===== src/hw/rtl/bvpe_ram.sv =====
`default_nettype none

module bvpe_ram #(
    parameter int WIDTH = 8,
    parameter int DEPTH = 256
) (
    input  wire logic                                   clk,
    input  wire logic                                   we,
    input  wire logic [((DEPTH > 1) ? $clog2(DEPTH) : 1)-1:0] waddr,
    input  wire logic [WIDTH-1:0]                       wdata,
    input  wire logic                                   re,
    input  wire logic [((DEPTH > 1) ? $clog2(DEPTH) : 1)-1:0] raddr,
    output logic      [WIDTH-1:0]                       rdata
);

    logic [WIDTH-1:0] mem [DEPTH];
    logic [WIDTH-1:0] rdata_reg;

    // write port
    always_ff @(posedge clk)
    begin
        if (we)
        begin
            mem[waddr] <= wdata;
        end
    end

    // registered read port
    always_ff @(posedge clk)
    begin
        if (re)
        begin
            rdata_reg <= mem[raddr];
        end
    end

    assign rdata = rdata_reg;

endmodule

`default_nettype wire


===== config.mk =====
export PLATFORM = sky130hd
export DESIGN_NAME = bvpe_ram
export DESIGN_NICKNAME = d
export VERILOG_FILES = /design/src/hw/rtl/bvpe_ram.sv
export SDC_FILE = /design/constraint.sdc
export NUM_CORES = 2
export LEC_CHECK = 0
export ABC_CLOCK_PERIOD_IN_PS = 4050
export BUFFER_PORTS_ARGS = -buffer_cell sky130_fd_sc_hd__buf_2
export CELL_PAD_IN_SITES_DETAIL_PLACEMENT = 1
export CELL_PAD_IN_SITES_GLOBAL_PLACEMENT = 1
export CORE_MARGIN = 8
export CORE_UTILIZATION = 61
export CTS_CLUSTER_DIAMETER = 80
export DETAILED_ROUTE_END_ITERATION = 16
export GPL_TIMING_DRIVEN = 0
export PLACE_DENSITY_LB_ADDON = 0.05
export SLEW_MARGIN = 20
export SYNTH_ARGS = -nofsm -noshare
export SYNTH_HDL_FRONTEND = slang
export SYNTH_SLANG_ARGS = --single-unit

===== constraint.sdc =====
create_clock -name clk -period 4.05 [get_ports clk]
set_input_delay 1.0125 -clock clk [delete_from_list [all_inputs] [get_ports clk]]
set_output_delay 1.0125 -clock clk [all_outputs]
set_load 0.05 [all_outputs]

======== After elaboration in Yosys (flattened, before gate mapping) ========
Memory sizes are Yosys's and may differ from the RTL's. A register that Yosys moved wholly into a read port is not among the register bits.
Cells that the tools add are included.
word-level totals
  output and inout port bits .............. 8
  RAM bits ................................ 2,048
  memories kept ........................... 1
  bits of input ports ..................... 27
  logic and storage cells ................. 3
  bits in registers ....................... 0
memory list
  memory  depth  bits a word  rd ports  clocked after Yosys merged registers in  write ports  RTL line  RTL
  mem     256    8            1         1                                        1            16        logic [WIDTH-1:0] mem [DEPTH];
operators by class
  mux-type cells .......................... 2
operator list
  operator  number
  $mux W1   2

======== Longest topological paths before layout ========
  depth after elaboration ................. 2
  mapped depth ............................ 11
  gate-level depth less buffers ........... 6

======== Least setup slack after synthesis ========
Ideal clock, no wire load.
  path kind ............................... input -> register
  from .................................... input raddr[0] (netlist name)
  to ...................................... register rdata_reg[2], in the netlist rdata[2] (read register of mem), data pin
  stages on the path ...................... 9
  slack ................................... 0.961 ns
  buffers on the path ..................... 4
  setup time .............................. 0.269 ns
  arrival ................................. 2.820 ns
  required time ........................... 3.781 ns
  cell sequence ........................... buf_6 > buf_12 > buf_8 > buf_2 > mux4_2 > a22oi_1 > a21oi_1 > nor4_1 > nor4_2
RTL lines
  item                RTL line  RTL
  start: declaration  12        input wire logic [((DEPTH > 1) ? $clog2(DEPTH) : 1)-1:0] raddr,
  end: declaration    17        logic [WIDTH-1:0] rdata_reg;

==> results.md <==
- Status: finished with violations
- Failing checks: setup timing
- GR Util met3: 0.106
- Synth-to-Final Area Change: 12.4%
- Largest family of logic cells by synthesized area: multiplexers
- Post-synthesis xor/xnor area fraction: 0
- Distinct cells, synth: 54
- Final hold violation count: 0
- Max FFs per register: 2,048
- CP Launch Point: raddr[3]
- Later-pin clock latency in the skew report: 0.83 ns
- Drt pass-1 iters: 6
- Critical Path Sink: rdata[0]
- Number of global-route vias before repair: 43,900
- First-pass GRT wire length: 351 mm
- DPL Wire Length: 172 mm
- Compound-Gate Fraction of Synth Area: 0.0342
- Reg2reg end: rdata[0]
- Setup Skew: 0.0244 ns
- Gr busiest metal: met2
- Wirelength, routed: 257 mm
- Synthesized instance count: 3,733
- I/O pin total: 35
- R2R setup slack: ~0.98 ns
- Final instance area: 89,500 sq um
- Synth Area in Adders: 0
- Total CTS buffers: a little under 200
- #FFs+latches synth: 2,056
- Worst setup EP type: flop
- Largest net degree at the start of global routing: approximately 130
- Hold Path Class: input port to flop
- Layout cell share with drive strength beyond 1: 0.243
- # nets final: about 4,000
- Max Clk Rate: 233 MHz
- Final Util: 0.691
- Via count: 43,100
- Placed inst area: 82,700 sq um
- Req. time, crit path: 4.57 ns
- GR Overflow Total: 0
- Die width: about 380 microns
- PwrDens: roughly 500 nW/um^2
- Post-synth EDFFs: 2,056
- Clk slew on worst S/H paths: 0.07 ns
- Reg-to-Reg Start: mem[161][0]
- Mux cell area share after synthesis: 0.146
- VDD IR max: 0.503 mV
- Syn Area/Cell: about 21 sq um
- Commonest non-fill, non-tap cells in the layout: 2,056 x edfxtp_1, 454 x mux4_2, 275 x nor2_1
- WP data arrival: 4.81 ns
- CTS tree: yes
- Post-CTS setup buffer count: 0
- GPL Wtd Cong: 0.966
- Async set-reset flop share out of synthesis: 0
- CORE AREA: 129,000 sq um
- DRC Markers: 0
- Post-Layout Cell Count: 5,894
- Most common cell after layout, fill and taps aside: edfxtp_1
- CP Launch Type: input port
- Met1 Use GR: 0.476
- Slew Limit Fails: 0
- Slew HR: 0.163
- Final min period: around 4.3 ns
- CTS Hold Bufs: 0
- Post-synthesis sequential area ratio: 0.775
- Average wire per standard cell: 43.6 microns
- TNS Setup: -0.767 ns
- Final ANT Viol Nets: 0
- Initial core utilization: 0.615
- Leakage Power: 0.0278 uW
- # setup viols final: 5
- Hold slack final: approximately 0.53 ns
- Die height: 377 microns
- Clock sink total: between 2,000 and 2,500
- Via density: between 7 and 8
- Global Route met2 Usage: 0.547
- DRT iter0 DRCs: 6,964
- IO Port Bufs: 27
- Syn_nets: 3,760
- Register-to-Register Path Depth: 6
- RSZ-0062 raised after global routing: true
- Max Cap Viol: 0
- Initial antenna violation count: 22
- Synth Warn #: 0
- FP Rows: roughly 130
- Total GRT Usage: 0.361
- Final period util: 1.06
- Max clock buf depth: 3
- Post-synthesis simple-gate area fraction: 0.0263
- Final setup margin: -0.242 ns
- H-tree depth: 4
- CP Max Fanout: 10
- Root buf cell: clkbuf_16
- Die area: 142,000 sq um
- Main synth FF type: edfxtp_1
- Worst slew pin tran: 1.26 ns
- Cell Area, Synth: 79,600 sq um
- Type of the worst setup path: input port to flop
- Placed cell count: 5,525
## metrics by stage
stage | setup slack (ns) | total power, uW
after CTS | 0.00690 | 44800
after floorplan | 0.961 | 25100
after detailed placement | -1.86 | 26500
final | -0.242 | 44900
after global routing | -0.143 | 45500
after global placement | -2.16 | 26400
## kinds of logic (layout without fill, tap and decap cells)
kind of cell	count (synthesis)	after routing
other cells	0	6
simple gates	466	466
flops	2056	2056
mux	591	591
buf+inv	235	648
compound gates	385	385
## metal layers
| metal | vias up | share of wire |
|---|---|---|
| met3 | 691 | 0.12 |
| met2 | 3307 | 0.46 |
| li1 | 16200 | - |
| met5 | - | 0.00032 |
| met1 | 22800 | 0.35 |
| met4 | 12 | 0.065 |
## what timing repair did
| item | 4_1_cts | 5_1_grt |
|---|---|---|
| gates cloned | 0 | 0 |
| endpoints found under the setup margin | 8 | 8 |
| resized for setup | 54 | 25 |
## area by class of cell
type | count | area, sq um
Inverter | 2 | 7.51
Buffer | 231 | 1560
Multi-Input combinational cell | 1442 | 16700
Antenna cell | 6 | 15.0
Clock inverter | 119 | 1170
Sequential cell | 2056 | 61700
Timing Repair Buffer | 50 | 781
Tap cell | 1742 | 2180
Fill cell | 10100 | 40000
Clock buffer | 246 | 5330
## worst max-delay path, cell delays in order
cell,delay (ns)
buf_2,0.15
clkdlybuf4s15_1,0.66
buf_2,0.56
nand2_1,0.32
o21ai_0,0.29
a2111oi_2,0.79
nor3_1,0.20
nor4_2,0.79
## synthesized netlist by cell type, drive strengths merged (10+ instances only)
cell | number | share of area
edfxtp | 2056 | 0.78
mux4 | 456 | 0.13
nor2 | 282 | 0.013
mux2i | 134 | 0.017
a22oi | 133 | 0.013
buf | 122 | 0.013
clkbuf | 111 | 0.0052
a21oi | 96 | 0.0060
o221ai | 47 | 0.0052
nand3 | 34 | 0.0021
nand2 | 33 | 0.0016
nor2b | 31 | 0.0024
o22ai | 28 | 0.0022
nor4 | 27 | 0.0024
nor3 | 22 | 0.0014
a211oi | 16 | 0.0015
a221oi | 14 | 0.0016
o21ai | 12 | 0.00075
nand4 | 10 | 0.00079
o211ai | 10 | 0.00094
## worst min path at each step
| stage | startpoint | end | slack, ns | depth (start not counted) |
|---|---|---|---|---|
| after CTS | wdata[5] | mem[65][5] | 0.48 | 1 |
| after global routing | wdata[5] | mem[64][5] | 0.51 | 1 |
| after detailed placement | wdata[5] | mem[80][5] | 1.35 | 1 |
| final | wdata[5] | mem[65][5] | 0.53 | 1 |
| after floorplan | mem[40][3] | rdata[3] | 0.86 | 6 |
| after global placement | re | rdata[7] | 1.35 | 1 |
## power breakdown
part / internal [uW] / switching [uW] / total [uW] / leakage (uW)
Sequential: 23500 / 16.8 / 23500 / 0.0185
Combinational: 796 / 1890 / 2680 / 0.00614
Clock: 10800 / 8000 / 18800 / 0.00317
Power figures use the tool's default switching activity.
