### config.mk
export PLATFORM = sky130hd
export DESIGN_NAME = bvpe_divider
export DESIGN_NICKNAME = d
export VERILOG_FILES = /design/src/hw/rtl/bvpe_pkg.sv /design/src/hw/rtl/bvpe_divider.sv
export SDC_FILE = /design/constraint.sdc
export NUM_CORES = 1
export LEC_CHECK = 0
export BUFFER_PORTS_ARGS = -buffer_cell sky130_fd_sc_hd__buf_2
export CAP_MARGIN = 0
export CORE_MARGIN = 4
export CORE_UTILIZATION = 45
export DETAILED_ROUTE_END_ITERATION = 12
export GPL_TIMING_DRIVEN = 1
export HOLD_SLACK_MARGIN = 0.08
export PLACE_DENSITY = 0.7
export REMOVE_ABC_BUFFERS = 1
export SETUP_SLACK_MARGIN = 0.3
export SLEW_MARGIN = 30
export SYNTH_ARGS = -nofsm -noshare
export SYNTH_HDL_FRONTEND = slang
export SYNTH_SLANG_ARGS = --single-unit
### constraint.sdc
create_clock -name clk -period 2.34 [get_ports clk]
set_input_delay 0 -clock clk [delete_from_list [all_inputs] [get_ports clk]]
set_output_delay 0 -clock clk [all_outputs]
set_load 0.03 [all_outputs]
### src/hw/rtl/bvpe_pkg.sv
`default_nettype none

package bvpe_pkg;

    // default geometry
    localparam int SCREEN_LINES_DEF   = 224;
    localparam int BYTES_PER_LINE_DEF = 32;

    // field widths
    localparam int OFFSET_W  = 13;
    localparam int BYTE_W    = 8;
    localparam int CODE_W    = 4;
    localparam int COORD_W   = 8;
    localparam int COLOR_W   = 5;
    localparam int MODE_W    = 3;

    // serial divider widths (line length is at most 32 bytes)
    localparam int REM_W     = 5;
    localparam int DIVISOR_W = 6;
    localparam int DIV_CNT_W = $clog2(OFFSET_W + 1);

    // register port
    localparam int PADDR_W   = 5;
    localparam int PDATA_W   = 32;

    typedef logic [COLOR_W-1:0] color_t;
    typedef logic [COORD_W-1:0] coord_t;

    // palette indexes
    localparam color_t C_BLACK      = 5'd0;
    localparam color_t C_RED        = 5'd1;
    localparam color_t C_GREEN      = 5'd2;
    localparam color_t C_YELLOW     = 5'd3;
    localparam color_t C_WHITE      = 5'd4;
    localparam color_t C_CYAN       = 5'd5;
    localparam color_t C_PURPLE     = 5'd6;
    localparam color_t C_BACKGROUND = 5'd16;

    // overlay modes
    localparam logic [MODE_W-1:0] MODE_BASIC     = 3'd0;
    localparam logic [MODE_W-1:0] MODE_DELUXE    = 3'd1;
    localparam logic [MODE_W-1:0] MODE_REVENGE   = 3'd2;
    localparam logic [MODE_W-1:0] MODE_RESCUE    = 3'd3;
    localparam logic [MODE_W-1:0] MODE_MONO      = 3'd4;
    localparam logic [MODE_W-1:0] MODE_PER_WRITE = 3'd5;

    // register indexes
    localparam logic [2:0] REG_OVERLAY_MODE = 3'd0;
    localparam logic [2:0] REG_SCREEN_FLIP  = 3'd1;
    localparam logic [2:0] REG_SWAP_AXES    = 3'd2;
    localparam logic [2:0] REG_MIRROR_X     = 3'd3;
    localparam logic [2:0] REG_MIRROR_Y     = 3'd4;

    // basic and deluxe band overlay
    function automatic color_t band_basic(input coord_t x, input coord_t y, input logic deluxe);
        color_t c;
        c = C_WHITE;
        if (x >= 8'd16 && x < 8'd72) c = C_GREEN;
        if (x < 8'd16 && y > 8'd16 && y < 8'd134) c = C_GREEN;
        if (deluxe && x >= 8'd72 && x < 8'd192) c = C_YELLOW;
        if (x >= 8'd192 && x < 8'd224) c = C_RED;
        return c;
    endfunction

    // revenge band overlay
    function automatic color_t band_revenge(input coord_t x);
        color_t c;
        c = C_WHITE;
        if (x < 8'd72) c = C_GREEN;
        if (x >= 8'd192 && x < 8'd224) c = C_RED;
        return c;
    endfunction

    // rescue band overlay, bottom line forced black
    function automatic color_t band_rescue(input coord_t x, input coord_t y);
        color_t c;
        c = C_WHITE;
        if (x >= 8'd240 && x < 8'd248)
        begin
            if (y < 8'd72) c = C_CYAN;
            else if (y < 8'd152) c = C_RED;
            else c = C_YELLOW;
        end
        if (x >= 8'd232 && x < 8'd240)
        begin
            if (y < 8'd72) c = C_CYAN;
            else if (y < 8'd160) c = C_GREEN;
            else c = C_YELLOW;
        end
        if (x >= 8'd224 && x < 8'd232)
        begin
            if (y >= 8'd72 && y < 8'd160) c = C_GREEN;
            if (y >= 8'd160) c = C_YELLOW;
        end
        if (x >= 8'd216 && x < 8'd224) c = C_RED;
        if (x >= 8'd192 && x < 8'd216) c = C_PURPLE;
        if (x >= 8'd160 && x < 8'd192) c = C_GREEN;
        if (x >= 8'd128 && x < 8'd160) c = C_CYAN;
        if (x >= 8'd96 && x < 8'd128) c = C_PURPLE;
        if (x >= 8'd64 && x < 8'd96) c = C_YELLOW;
        if (x >= 8'd40 && x < 8'd64) c = C_RED;
        if (x >= 8'd24 && x < 8'd40) c = C_CYAN;
        if (x >= 8'd16 && x < 8'd24) c = C_RED;
        if (x < 8'd16)
        begin
            if (y < 8'd136) c = C_CYAN;
            else if (y < 8'd192) c = C_PURPLE;
            else c = C_CYAN;
        end
        if (y == 8'd223) c = C_BLACK;
        return c;
    endfunction

endpackage

`default_nettype wire

### src/hw/rtl/bvpe_divider.sv
`default_nettype none

module bvpe_divider #(
    parameter int DIVISOR = bvpe_pkg::BYTES_PER_LINE_DEF
) (
    input  wire logic                          clk,
    input  wire logic                          rst_n,
    input  wire logic                          start,
    input  wire logic [bvpe_pkg::OFFSET_W-1:0] dividend,
    output logic                               done,
    output logic      [bvpe_pkg::COORD_W-1:0]  quotient,
    output logic      [bvpe_pkg::REM_W-1:0]    remainder
);

    localparam logic [bvpe_pkg::DIVISOR_W-1:0] DIV_V = bvpe_pkg::DIVISOR_W'(DIVISOR);
    localparam logic [bvpe_pkg::DIV_CNT_W-1:0] STEPS =
        bvpe_pkg::DIV_CNT_W'(bvpe_pkg::OFFSET_W);
    localparam logic [bvpe_pkg::DIV_CNT_W-1:0] ONE_STEP = bvpe_pkg::DIV_CNT_W'(1);

    logic [bvpe_pkg::OFFSET_W-1:0]  work_reg, work_next;
    logic [bvpe_pkg::REM_W-1:0]     rem_reg, rem_next;
    logic [bvpe_pkg::DIV_CNT_W-1:0] cnt_reg, cnt_next;
    logic                           done_reg, done_next;
    logic [bvpe_pkg::DIVISOR_W-1:0] trial;
    logic                           fits;

    // one quotient bit per cycle, dividend bits shift out as quotient bits shift in
    always_comb
    begin
        trial     = {rem_reg, work_reg[bvpe_pkg::OFFSET_W-1]};
        fits      = (trial >= DIV_V);
        work_next = work_reg;
        rem_next  = rem_reg;
        cnt_next  = cnt_reg;
        done_next = 1'b0;
        if (start)
        begin
            work_next = dividend;
            rem_next  = '0;
            cnt_next  = STEPS;
        end
        else if (cnt_reg != '0)
        begin
            work_next = {work_reg[bvpe_pkg::OFFSET_W-2:0], fits};
            rem_next  = fits ? bvpe_pkg::REM_W'(trial - DIV_V) : bvpe_pkg::REM_W'(trial);
            cnt_next  = cnt_reg - ONE_STEP;
            done_next = (cnt_reg == ONE_STEP);
        end
    end

    always_ff @(posedge clk or negedge rst_n)
    begin
        if (!rst_n)
        begin
            cnt_reg  <= '0;
            done_reg <= 1'b0;
        end
        else
        begin
            cnt_reg  <= cnt_next;
            done_reg <= done_next;
        end
    end

    always_ff @(posedge clk)
    begin
        work_reg <= work_next;
        rem_reg  <= rem_next;
    end

    assign done      = done_reg;
    assign quotient  = work_reg[bvpe_pkg::COORD_W-1:0];
    assign remainder = rem_reg;

endmodule

`default_nettype wire

Yosys cells after proc, flatten, opt, wreduce, memory -nomap -nowiden
Cells that the tools add are included.

cells by class
  eq/ne operators = 1
  muxes and demuxes = 7
  magnitude comparators = 1
  add/subtract/negate cells = 2
  reductions and logical operators = 2

operators by type and width
  kind                 count
  $mux 13              2
  $mux 4               2
  $ge 6x6->1 const B   1
  $mux 5               1
  $sub 5x1->5 const B  1
  $eq 4x1->1 const B   1
  $reduce_bool 4->1    1
  $sub 4x1->4 const B  1
  $mux 1               2
  $reduce_bool 2->1    1

word-level totals
  word-level logic and storage cells = 17
  bits of input ports = 16
  register bits = 23

Longest topological paths before layout
Gate-level depths: netlist of run 1.

  word-level depth = 3
  mapped depth = 5
  mapped depth without buffers = 4

Worst setup path after synthesis of run 1
No wires, ideal clock.

  path type = reg2reg
  start = register cnt_reg[0] (netlist bit)
  end = register cnt_reg[1] (netlist bit)
  arrival time = 1.358 ns
  path slack = 0.896 ns
  data required time = 2.253 ns
  stages on the path, launching flop included = 6
  library setup time = 0.087 ns
  path through = dfrtp_1 -> inv_1 -> ha_1 -> or3b_1 -> buf_6 -> a211oi_2

on the way
  cells in the longest elaborated chain, start to end = 3

ends and longest elaborated chain
  what                    line                source
  from (decl)             bvpe_divider.sv:22  logic [bvpe_pkg::DIV_CNT_W-1:0] cnt_reg, cnt_next;
  from (signal assigned)  bvpe_divider.sv:60  cnt_reg <= cnt_next;
  $sub 4x1->4             bvpe_divider.sv:46  cnt_next = cnt_reg - ONE_STEP;
  $mux 4                  bvpe_divider.sv:42  else if (cnt_reg != '0)
  $mux 4                  bvpe_divider.sv:36  if (start)

Parallel ways exist; a longest one is shown, timed or not. The select of a mux whose other input is x is not followed.
A chain may end at the register's enable or synchronous reset.

Final worst setup path of run 1
Same ends and word-level chain as after synthesis.

==> flow_metrics.tcl, run 1 <==
set metrics [dict create \
    hold_buffers 15 \
    setup_violations 0 \
    clock.fmax_mhz 634.6 \
    synth_top_area_share_pct 35.86 \
    worst_slew_pin_slew_ps 526.0 \
    p_leak_nw 0.6033 \
    vdd_ir_drop_max_v 0.0004577 \
    synthArstFlopShare_pct 21.74 \
    clock_sinks 23 \
    die_h_um 57.19 \
    r2r_cells 4 \
    fin_nets 136 \
    maxCapViolCount 0 \
    worstReg2RegStart "cnt_reg[0]" \
    cts_tree "built" \
    pwr-share-seq_pct 60.6 \
    crit_type "flip-flop to flip-flop" \
    setup_slack_ps 764.2 \
    netlist_instances 80 \
    synth.distinct_cells 24 \
    yosysMostFrequentCell "edfxtp_1" \
    std_cell_rows 17 \
    gr-total-overflow 0 \
    status "completed" \
    min_period_ps 1576 \
    synth_compound_area_share_pct 3.793 \
    place_hpwl_um 1268 \
    p_switching_w 0.0002005 \
    core_area_mm2 0.002255 \
    yosys-top-cells-count "13 x edfxtp_1, 12 x mux2_2, 8 x buf_4" \
    grt_max_degree 26 \
    cp-end-kind "flip-flop" \
    cp_max_fo 7 \
    path_clk_slew_ps 120 \
    p_int_w 0.0005963 \
    start_util_pct 48.28 \
    yosys.area_share.simple_pct 10.92 \
    cts_max_level 1 \
    power_density_mw_per_mm2 583.7 \
    syn_to_final_growth_pct 25.40 \
    clockBufferDepth 2 \
    seq_area_um2 615.6 \
    pwr-share-clk_pct 21.8 \
    gp_congestion 0.8122 \
    cts_root_buffer "clkbuf_4" \
    cp-endpoint "cnt_reg[1]" \
    hp-class "primary input to flip-flop" \
    p_sw_share_pct 25.16 \
    drt_iter0_drc 3 \
    crit_arrival_ps 1800 \
    fillerInstances 198 \
    synthFlopType "edfxtp_1" \
    drt_first_pass_iters 2 \
    relSlewSlack_pct 64.85 \
    port_buffers 29 \
    grt_usage_pct 11.41 \
    multiInputGateArea_um2 380.4 \
    timing.setup.tns_ps 0 \
    routedWlPerCell_um 12.37 \
    finClkSkew_ps 8.050 \
    place_ws_ps 786.1 \
    yosys_warnings 0 \
    drc 0 \
    yosys-top-cells-area "edfxtp_1 36%, mux2_2 12%, dfrtp_1 11%" \
    wirelength_um 1793 \
    synth_mux_area_share_pct 17.93 \
    synthAdderAreaFrac_pct 2.299 \
    ys_ff_latch 23 \
    clock_latency_ps 300 \
    yosysSeqAreaShare_pct 56.55 \
    hold_violations 0 \
    required_ps 2570 \
    grt_pass1_vias 702 \
    fp.dieW_um 57.19 \
    pwr-share-comb_pct 17.7 \
    ant_nets 0 \
    cts_setup_buffers 0 \
    start_kind "flip-flop" \
    layout-drive-gt1-share_pct 42.74 \
    r2r-end "cnt_reg[1]" \
    largest_reg_flops 13 \
    vias 695 \
    regToRegSetupSlack_ps 760 \
    synth_xor_area_share_pct 0 \
    cts-resized-gates 0 \
    syn_avg_cell_area_um2 13.61 \
    viasPerCell 4.793 \
    slew_violations 0 \
    antenna_found_initial 0 \
    synth_edf_count 13 \
    rsz0062_at_grt "false" \
    synth_top_family_by_area "multiplexers" \
    diodes 0 \
    worstSetupStartpoint "cnt_reg[0]" \
    grt_pass1_wl_um 3008 \
    dieArea_mm2 0.003270 \
    synth_largest_area_cell "edfxtp_1" \
    cts_buffers 3 \
    pin_count 30 \
    post-route-period-util_pct 67.34 \
    synth_area_mm2 0.001089 \
]
[cell families (layout without fill, tap and decap cells)]
kind of cell / count (synthesis) / count (layout)
multiplexers: 18 / 18
adder cells (fa/ha/maj): 2 / 2
AND/OR/NAND/NOR: 19 / 19
AO/OA/AOI/OAI: 4 / 4
buffers and inverters: 14 / 51
flip-flops: 23 / 23
[metrics by stage]
stage / util (%) / std cells / hold WS, ps / power, W / cell area, um^2
2_1_floorplan: - / 69 / -295.6 / 0.0005685 / 1007
4_1_cts: 60.54 / 145 / 165.1 / 0.0008074 / 1365
5_1_grt: 60.54 / 145 / 183.4 / 0.0008371 / 1365
3_3_place_gp: 52.66 / 126 / -179.0 / 0.0006112 / 1187
6_report: 60.54 / 145 / 174.9 / 0.0007968 / 1365
3_5_place_dp: 52.66 / 126 / -174.7 / 0.0006146 / 1187
[power by group through the flow]
| stage | Combinational (W) | Clock [W] | Sequential (W) |
|---|---|---|---|
| 6_report | 0.000141 | 0.000173 | 0.000483 |
| 5_1_grt | 0.000153 | 0.000197 | 0.000487 |
| 4_1_cts | 0.000143 | 0.000182 | 0.000483 |
| 3_5_place_dp | 0.000124 | 0 | 0.000491 |
| 3_3_place_gp | 0.000122 | 0 | 0.000489 |
| 2_1_floorplan | 0.0000463 | 0 | 0.000522 |
[worst min-delay path by stage]
stage / startpoint / endpoint / slack, ps / depth (start not counted)
2_1_floorplan: rst_n / cnt_reg[0] / -300 / 0
6_report: start / cnt_reg[1] / 170 / 2
4_1_cts: start / cnt_reg[1] / 170 / 2
5_1_grt: start / cnt_reg[1] / 180 / 2
3_3_place_gp: rst_n / cnt_reg[0] / -180 / 1
3_5_place_dp: rst_n / cnt_reg[0] / -170 / 1
[worst max-delay path, cell delays in order (launching register included)]
cell and delay [ps]:
dfrtp_1 460, inv_1 80, ha_1 240, or3b_1 480, a211oi_2 240
[cells in the final DEF, fill, tap and decap left out, types with 2 or more instances in the layout]
| master | synthesis | final |
|---|---|---|
| buf_2 | 2 | 29 |
| clkbuf_4 | 0 | 3 |
| dfrtp_1 | 5 | 5 |
| dfxtp_1 | 5 | 5 |
| dlygate4sd3_1 | 0 | 15 |
| edfxtp_1 | 13 | 13 |
| ha_1 | 2 | 2 |
| inv_1 | 3 | 3 |
| mux2_2 | 12 | 12 |
| mux2i_1 | 6 | 6 |
| nand2_1 | 3 | 3 |
| nand2b_1 | 6 | 6 |
| nor2_1 | 2 | 2 |
| nor3_1 | 2 | 2 |
[final cells by class]
cell class              instances  share of cell area, %
flip-flops and latches         23                  45.10
multi-input cells              43                  27.86
repair buffers                 44                  21.63
well taps                      28                  2.566
clock buffers                   3                  1.650
inverters                       3                 0.8249
clock inverters                 1                 0.3666
[layer usage]
layer  part of all wire, %  wire length, um  vias to the layer above  global-route usage, %
met5                     0                0                        -                      0
met4                  0.89               16                        0                  3.974
met3                   5.0               90                        2                  1.584
met2                    49              872                       18                  20.39
met1                    45              813                      323                  13.98
li1                      -                -                      352                      -
Note: power is estimated with default switching activity, not from simulation.
==> inputs of run 2 (changes only) <==
==> constraint.sdc (replaced) <==
create_clock -name clk -period 1.5 [get_ports clk]
set_input_delay 0 -clock clk [delete_from_list [all_inputs] [get_ports clk]]
set_output_delay 0 -clock clk [all_outputs]
set_load 0.03 [all_outputs]
==> run 2 against run 1 <==
Effect of this change: via count increased by 9.8%; sequential cell count unchanged; highest routed layer unchanged; sequential power increased by 56%; clock-buffer cell count did not move; critical endpoint unchanged.
==> flow_metrics.tcl, run 2 (synthesized netlist as in run 1, its figures left out) <==
set metrics [dict create \
    drt_iter0_drc 4 \
    p_leak_nw 0.6433 \
    post-route-period-util_pct 87.37 \
    cp_cell_sequence "inv_2 > ha_4 > or3b_4 > a211oi_2" \
    cp-end-kind "flip-flop" \
    place_hpwl_um 1325 \
    finClkSkew_ps 6.585 \
    grt_pass1_vias 792 \
    clock_sinks 23 \
    holdPathEnd "cnt_reg[0]" \
    r2r_cells 4 \
    viasPerCell 5.020 \
    p_switching_w 0.0003466 \
    clock_latency_ps 310 \
    hp-start "start" \
    antenna_found_initial 0 \
    grt_usage_pct 13.63 \
    fin_nets 143 \
    crit_arrival_ps 1550 \
    critPathMaxStageDelay_ps 420 \
    rsz0062_at_grt "true" \
    pwr-share-seq_pct 57.9 \
    cts_tree "built" \
    vdd_ir_drop_max_v 0.0006586 \
    layout-drive-gt1-share_pct 51.61 \
    crit_family "simple AND/OR/NAND/NOR gates" \
    cp_slowest_cell "or3b_4" \
    layout_common_cells "29 x buf_2, 15 x dlygate4sd3_1, 13 x edfxtp_1" \
    setup_violations 0 \
    fp.dieW_um 57.19 \
    pwr-share-comb_pct 19.9 \
    largest_reg_flops 13 \
    hold_violations 0 \
    seq_area_um2 616.8 \
    cts_buffers 3 \
    final_common_cell "buf_2" \
    min_period_ps 1311 \
    hold_depth 3 \
    finalCoreUtilization_pct 64.59 \
    fillerInstances 170 \
    cts_root_buffer "clkbuf_4" \
    drc 0 \
    power_density_mw_per_mm2 893.1 \
    multiInputGateArea_um2 402.9 \
    grt_pass1_wl_um 3367 \
    cp_max_fo 4 \
    status "completed" \
    p_int_w 0.0009541 \
    clockBufferDepth 2 \
    wirelength_um 2108 \
    crit_type "flip-flop to flip-flop" \
    std_cell_rows 17 \
    p_sw_share_pct 26.65 \
    pin_count 30 \
    routedWlPerCell_um 13.87 \
    drt_first_pass_iters 4 \
    worstReg2RegStart "cnt_reg[1]" \
    cts_max_level 1 \
    grt_max_degree 20 \
    gp_congestion 0.7554 \
    worst-path-buf-inv 1 \
    start_util_pct 48.28 \
    dieArea_mm2 0.003270 \
    maxCapViolCount 0 \
    worst_slew_pin_slew_ps 396.3 \
    required_ps 1740 \
    vias 763 \
    core_area_mm2 0.002255 \
    slew_violations 0 \
    pwr-share-clk_pct 22.3 \
    regToRegSetupSlack_ps 190 \
    timing.setup.tns_ps 0 \
    start_kind "flip-flop" \
    diodes 0 \
    r2r-end "cnt_reg[1]" \
    die_h_um 57.19 \
    port_buffers 29 \
    path_clk_slew_ps 120 \
    relSlewSlack_pct 73.58 \
    gr-total-overflow 0 \
    syn_to_final_growth_pct 33.79 \
    ant_nets 0 \
    hp-class "primary input to flip-flop" \
    clock.fmax_mhz 763.0 \
]
==> run 2: cell types whose count changed in the layout (fill, tap and decap cells not counted), moves of 2 or more <==
cell | previous run | this run
buf_4 | 0 | 3
buf_6 | 0 | 4
inv_1 | 3 | 1
inv_2 | 0 | 2
==> run 2: cell type report <==
type	instances	share of cell area [%]
Inverter	3	0.7732
Multi-Input combinational cell	43	27.66
Sequential cell	23	42.35
Tap cell	28	2.405
Timing Repair Buffer	51	24.91
Clock buffer	3	1.546
Clock inverter	1	0.3436
==> run 2: worst min-delay path: cells and delay by family <==
| kind | cells | cell delay (ps) |
|---|---|---|
| buffers and inverters | 1 | 230 |
| muxes | 1 | 70 |
| and+or+nand+nor | 1 | 130 |
==> run 2: worst max-delay path by stage <==
stage               startpoint    endpoint  depth (start not counted)
floorplan           cnt_reg[0]  cnt_reg[1]                          4
global placement    cnt_reg[1]  cnt_reg[1]                          4
detailed placement  cnt_reg[1]  cnt_reg[1]                          4
CTS                 cnt_reg[1]  cnt_reg[1]                          4
global route        cnt_reg[1]  cnt_reg[1]                          4
finish              cnt_reg[1]  cnt_reg[1]                          4
==> run 2: per-layer routing <==
layer / vias to the layer above / track usage (%) / routed length [um]
met2: 25 / 23.33 / 1015
li1: 366 / - / -
met4: 0 / 9.603 / 75
met5: - / 0 / 0
met1: 363 / 14.43 / 874
met3: 9 / 3.620 / 142
==> run 2: power by group through the flow <==
stage / logic [W] / clock network [W] / registers [W]
floorplan: 0.0000723 / 0 / 0.000815
global placement: 0.000200 / 0 / 0.000760
detailed placement: 0.000204 / 0 / 0.000764
CTS: 0.000252 / 0.000304 / 0.000751
global route: 0.000277 / 0.000321 / 0.000760
finish: 0.000259 / 0.000290 / 0.000753
==> run 2: per-stage QoR <==
step	total power, W	std cells	hold WS, ps	worst slack (ps)	cell area (um^2)
floorplan	0.0008868	69	-295.6	71.22	1007
global placement	0.0009601	130	-177.7	96.89	1217
detailed placement	0.0009676	130	-176.5	54.64	1217
CTS	0.001308	151	134.8	188.5	1445
global route	0.001358	152	177.4	134.2	1456
finish	0.001301	152	151.3	189.4	1456
==> run 2: what timing repair did <==
action	CTS	global route
pin swaps	3	1
endpoints found under the hold margin	18	0
buffers inserted	1	1
hold buffers	15	0
endpoints found under the setup margin	22	22
gates cloned	1	0
resized for setup	12	1
==> inputs of run 3 (changes only) <==
--- a/config.mk
+++ b/config.mk
@@ -7,12 +7,13 @@
 export LEC_CHECK = 0
 export BUFFER_PORTS_ARGS = -buffer_cell sky130_fd_sc_hd__buf_2
 export CAP_MARGIN = 0
-export CORE_MARGIN = 4
-export CORE_UTILIZATION = 45
+export CORE_ASPECT_RATIO = 0.75
+export CORE_MARGIN = 2
+export CORE_UTILIZATION = 50
 export DETAILED_ROUTE_END_ITERATION = 12
 export GPL_TIMING_DRIVEN = 1
 export HOLD_SLACK_MARGIN = 0.08
-export PLACE_DENSITY = 0.7
+export PLACE_DENSITY = 0.77
 export REMOVE_ABC_BUFFERS = 1
 export SETUP_SLACK_MARGIN = 0.3
 export SLEW_MARGIN = 30
==> run 3 against run 2 <==
Effect of this change: combinational power decreased by 2%; clock power decreased by 4%; global-route usage increased by 3.4 points; critical path depth increased by 1; critical path type unchanged; largest power group unchanged; highest routed layer unchanged.
==> flow_metrics.tcl, run 3 (synthesized netlist as in run 1, its figures left out) <==
set metrics [dict create \
    finClkSkew_ps 1.913 \
    clock_sinks 23 \
    syn_to_final_growth_pct 31.84 \
    hold_depth 2 \
    die_h_um 44.41 \
    worst-path-buf-inv 2 \
    gr-total-overflow 0 \
    cp_max_fo 4 \
    instances_no_fill 148 \
    min_period_ps 1347 \
    grt_pass1_vias 753 \
    p_switching_w 0.0003267 \
    rsz0062_at_grt "true" \
    crit_type "flip-flop to flip-flop" \
    cp_slowest_cell "dfrtp_1" \
    routedWlPerCell_um 13.18 \
    grt_usage_pct 17.04 \
    setup_violations 0 \
    port_buffers 29 \
    post-route-period-util_pct 89.78 \
    ant_nets 0 \
    r2r_cells 5 \
    pwr-share-seq_pct 58.5 \
    timing.setup.tns_ps 0 \
    grt_max_degree 26 \
    relSlewSlack_pct 68.33 \
    core_area_mm2 0.002032 \
    hold_violations 0 \
    viasPerCell 4.932 \
    power_w 0.001283 \
    cts_root_buffer "clkbuf_4" \
    setup_slack_ps 153.4 \
    crit_family "flip-flops" \
    worstReg2RegStart "cnt_reg[1]" \
    clockBufferDepth 2 \
    holdPathEnd "cnt_reg[1]" \
    grt_pass1_wl_um 3174 \
    cp_cell_sequence "inv_2 > ha_4 > buf_4 > and3b_2 > a211o_2" \
    worst_slew_pin_slew_ps 475.1 \
    largest_reg_flops 13 \
    hp-class "primary input to flip-flop" \
    clock.fmax_mhz 742.6 \
    regToRegSetupSlack_ps 150 \
    path_clk_slew_ps 110 \
    finalCoreUtilization_pct 70.63 \
    antenna_found_initial 0 \
    fp.dieW_um 57.88 \
    diodes 0 \
    cts_tree "built" \
    start_util_pct 53.57 \
    fillerInstances 147 \
    drt_iter0_drc 12 \
    maxCapViolCount 0 \
    status "completed" \
    final_common_cell "buf_2" \
    r2r-end "cnt_reg[2]" \
    vdd_ir_drop_max_v 0.0007056 \
    layout-drive-gt1-share_pct 49.19 \
    pwr-share-comb_pct 19.8 \
    p_int_w 0.0009560 \
    drc 0 \
    layout_common_cells "29 x buf_2, 15 x dlygate4sd3_1, 13 x edfxtp_1" \
    cts_max_level 1 \
    critPathMaxStageDelay_ps 390 \
    clock_latency_ps 300 \
    crit_arrival_ps 1550 \
    pwr-share-clk_pct 21.7 \
    hp-start "start" \
    placedCellCount 126 \
    required_ps 1700 \
    place_hpwl_um 1263 \
    place_ws_ps -9.387 \
    fin_nets 143 \
    start_kind "flip-flop" \
    dieArea_mm2 0.002570 \
    p_sw_share_pct 25.47 \
    pin_count 30 \
    drt_first_pass_iters 4 \
    cts_buffers 3 \
    vias 730 \
    slew_violations 0 \
    std_cell_rows 14 \
    power_density_mw_per_mm2 893.8 \
    wirelength_um 1950 \
    gp_congestion 0.8198 \
    cp-end-kind "flip-flop" \
    p_leak_nw 0.6358 \
]
==> run 3: worst max-delay path by stage <==
stage / start / endpoint / slack (ps) / depth (start not counted)
floorplan: cnt_reg[0] / cnt_reg[1] / 70 / 4
global placement: cnt_reg[1] / cnt_reg[1] / 90 / 4
detailed placement: cnt_reg[1] / cnt_reg[1] / -9 / 4
CTS: cnt_reg[0] / cnt_reg[2] / 160 / 5
global route: cnt_reg[1] / cnt_reg[1] / 110 / 4
finish: cnt_reg[1] / cnt_reg[2] / 150 / 5
==> run 3: layer usage <==
layer  routed length [um]  track usage, %
met1                  843           20.49
met2                  954           29.09
met3                  133           5.848
met4                   18           5.581
met5                    0               0
==> run 3: area by class of cell <==
type	count	area (um^2)	share of cell area [%]
multi-input combinational	43	400.4	27.90
tap	24	30.03	2.092
inverter	3	11.26	0.7847
clock buffer	4	26.28	1.831
sequential	23	615.6	42.89
timing repair buffer	51	351.6	24.50
==> run 3: timing repair <==
item / CTS / global route
hold endpoints to repair: 18 / 0
buffers inserted: 1 / 2
pin swaps: 1 / 1
resized for setup: 6 / 1
endpoints found under the setup margin: 22 / 22
hold buffers: 15 / 0
==> run 3: worst reg2reg max path, delay by kind of cell, from the launching register on <==
family / cells / cell delay [ps]
AO/OA/AOI/OAI: 1 / 300
adder cells (fa/ha/maj): 1 / 160
AND/OR/NAND/NOR: 1 / 200
flip-flops: 1 / 390
buffers and inverters: 2 / 200
==> run 3: power by group through the flow <==
stage               clock network (W)  logic (W)  registers, W
finish                       0.000278   0.000254      0.000751
global route                 0.000314   0.000272      0.000758
CTS                          0.000287   0.000246      0.000750
floorplan                           0  0.0000723      0.000815
global placement                    0   0.000195      0.000760
detailed placement                  0   0.000202      0.000762
==> run 3: metrics by stage <==
stage | area, um^2 | hold WS, ps
floorplan | 1007 | -295.6
global placement | 1212 | -178.2
detailed placement | 1212 | -177.8
CTS | 1416 | 176.0
global route | 1435 | 199.9
finish | 1435 | 184.8
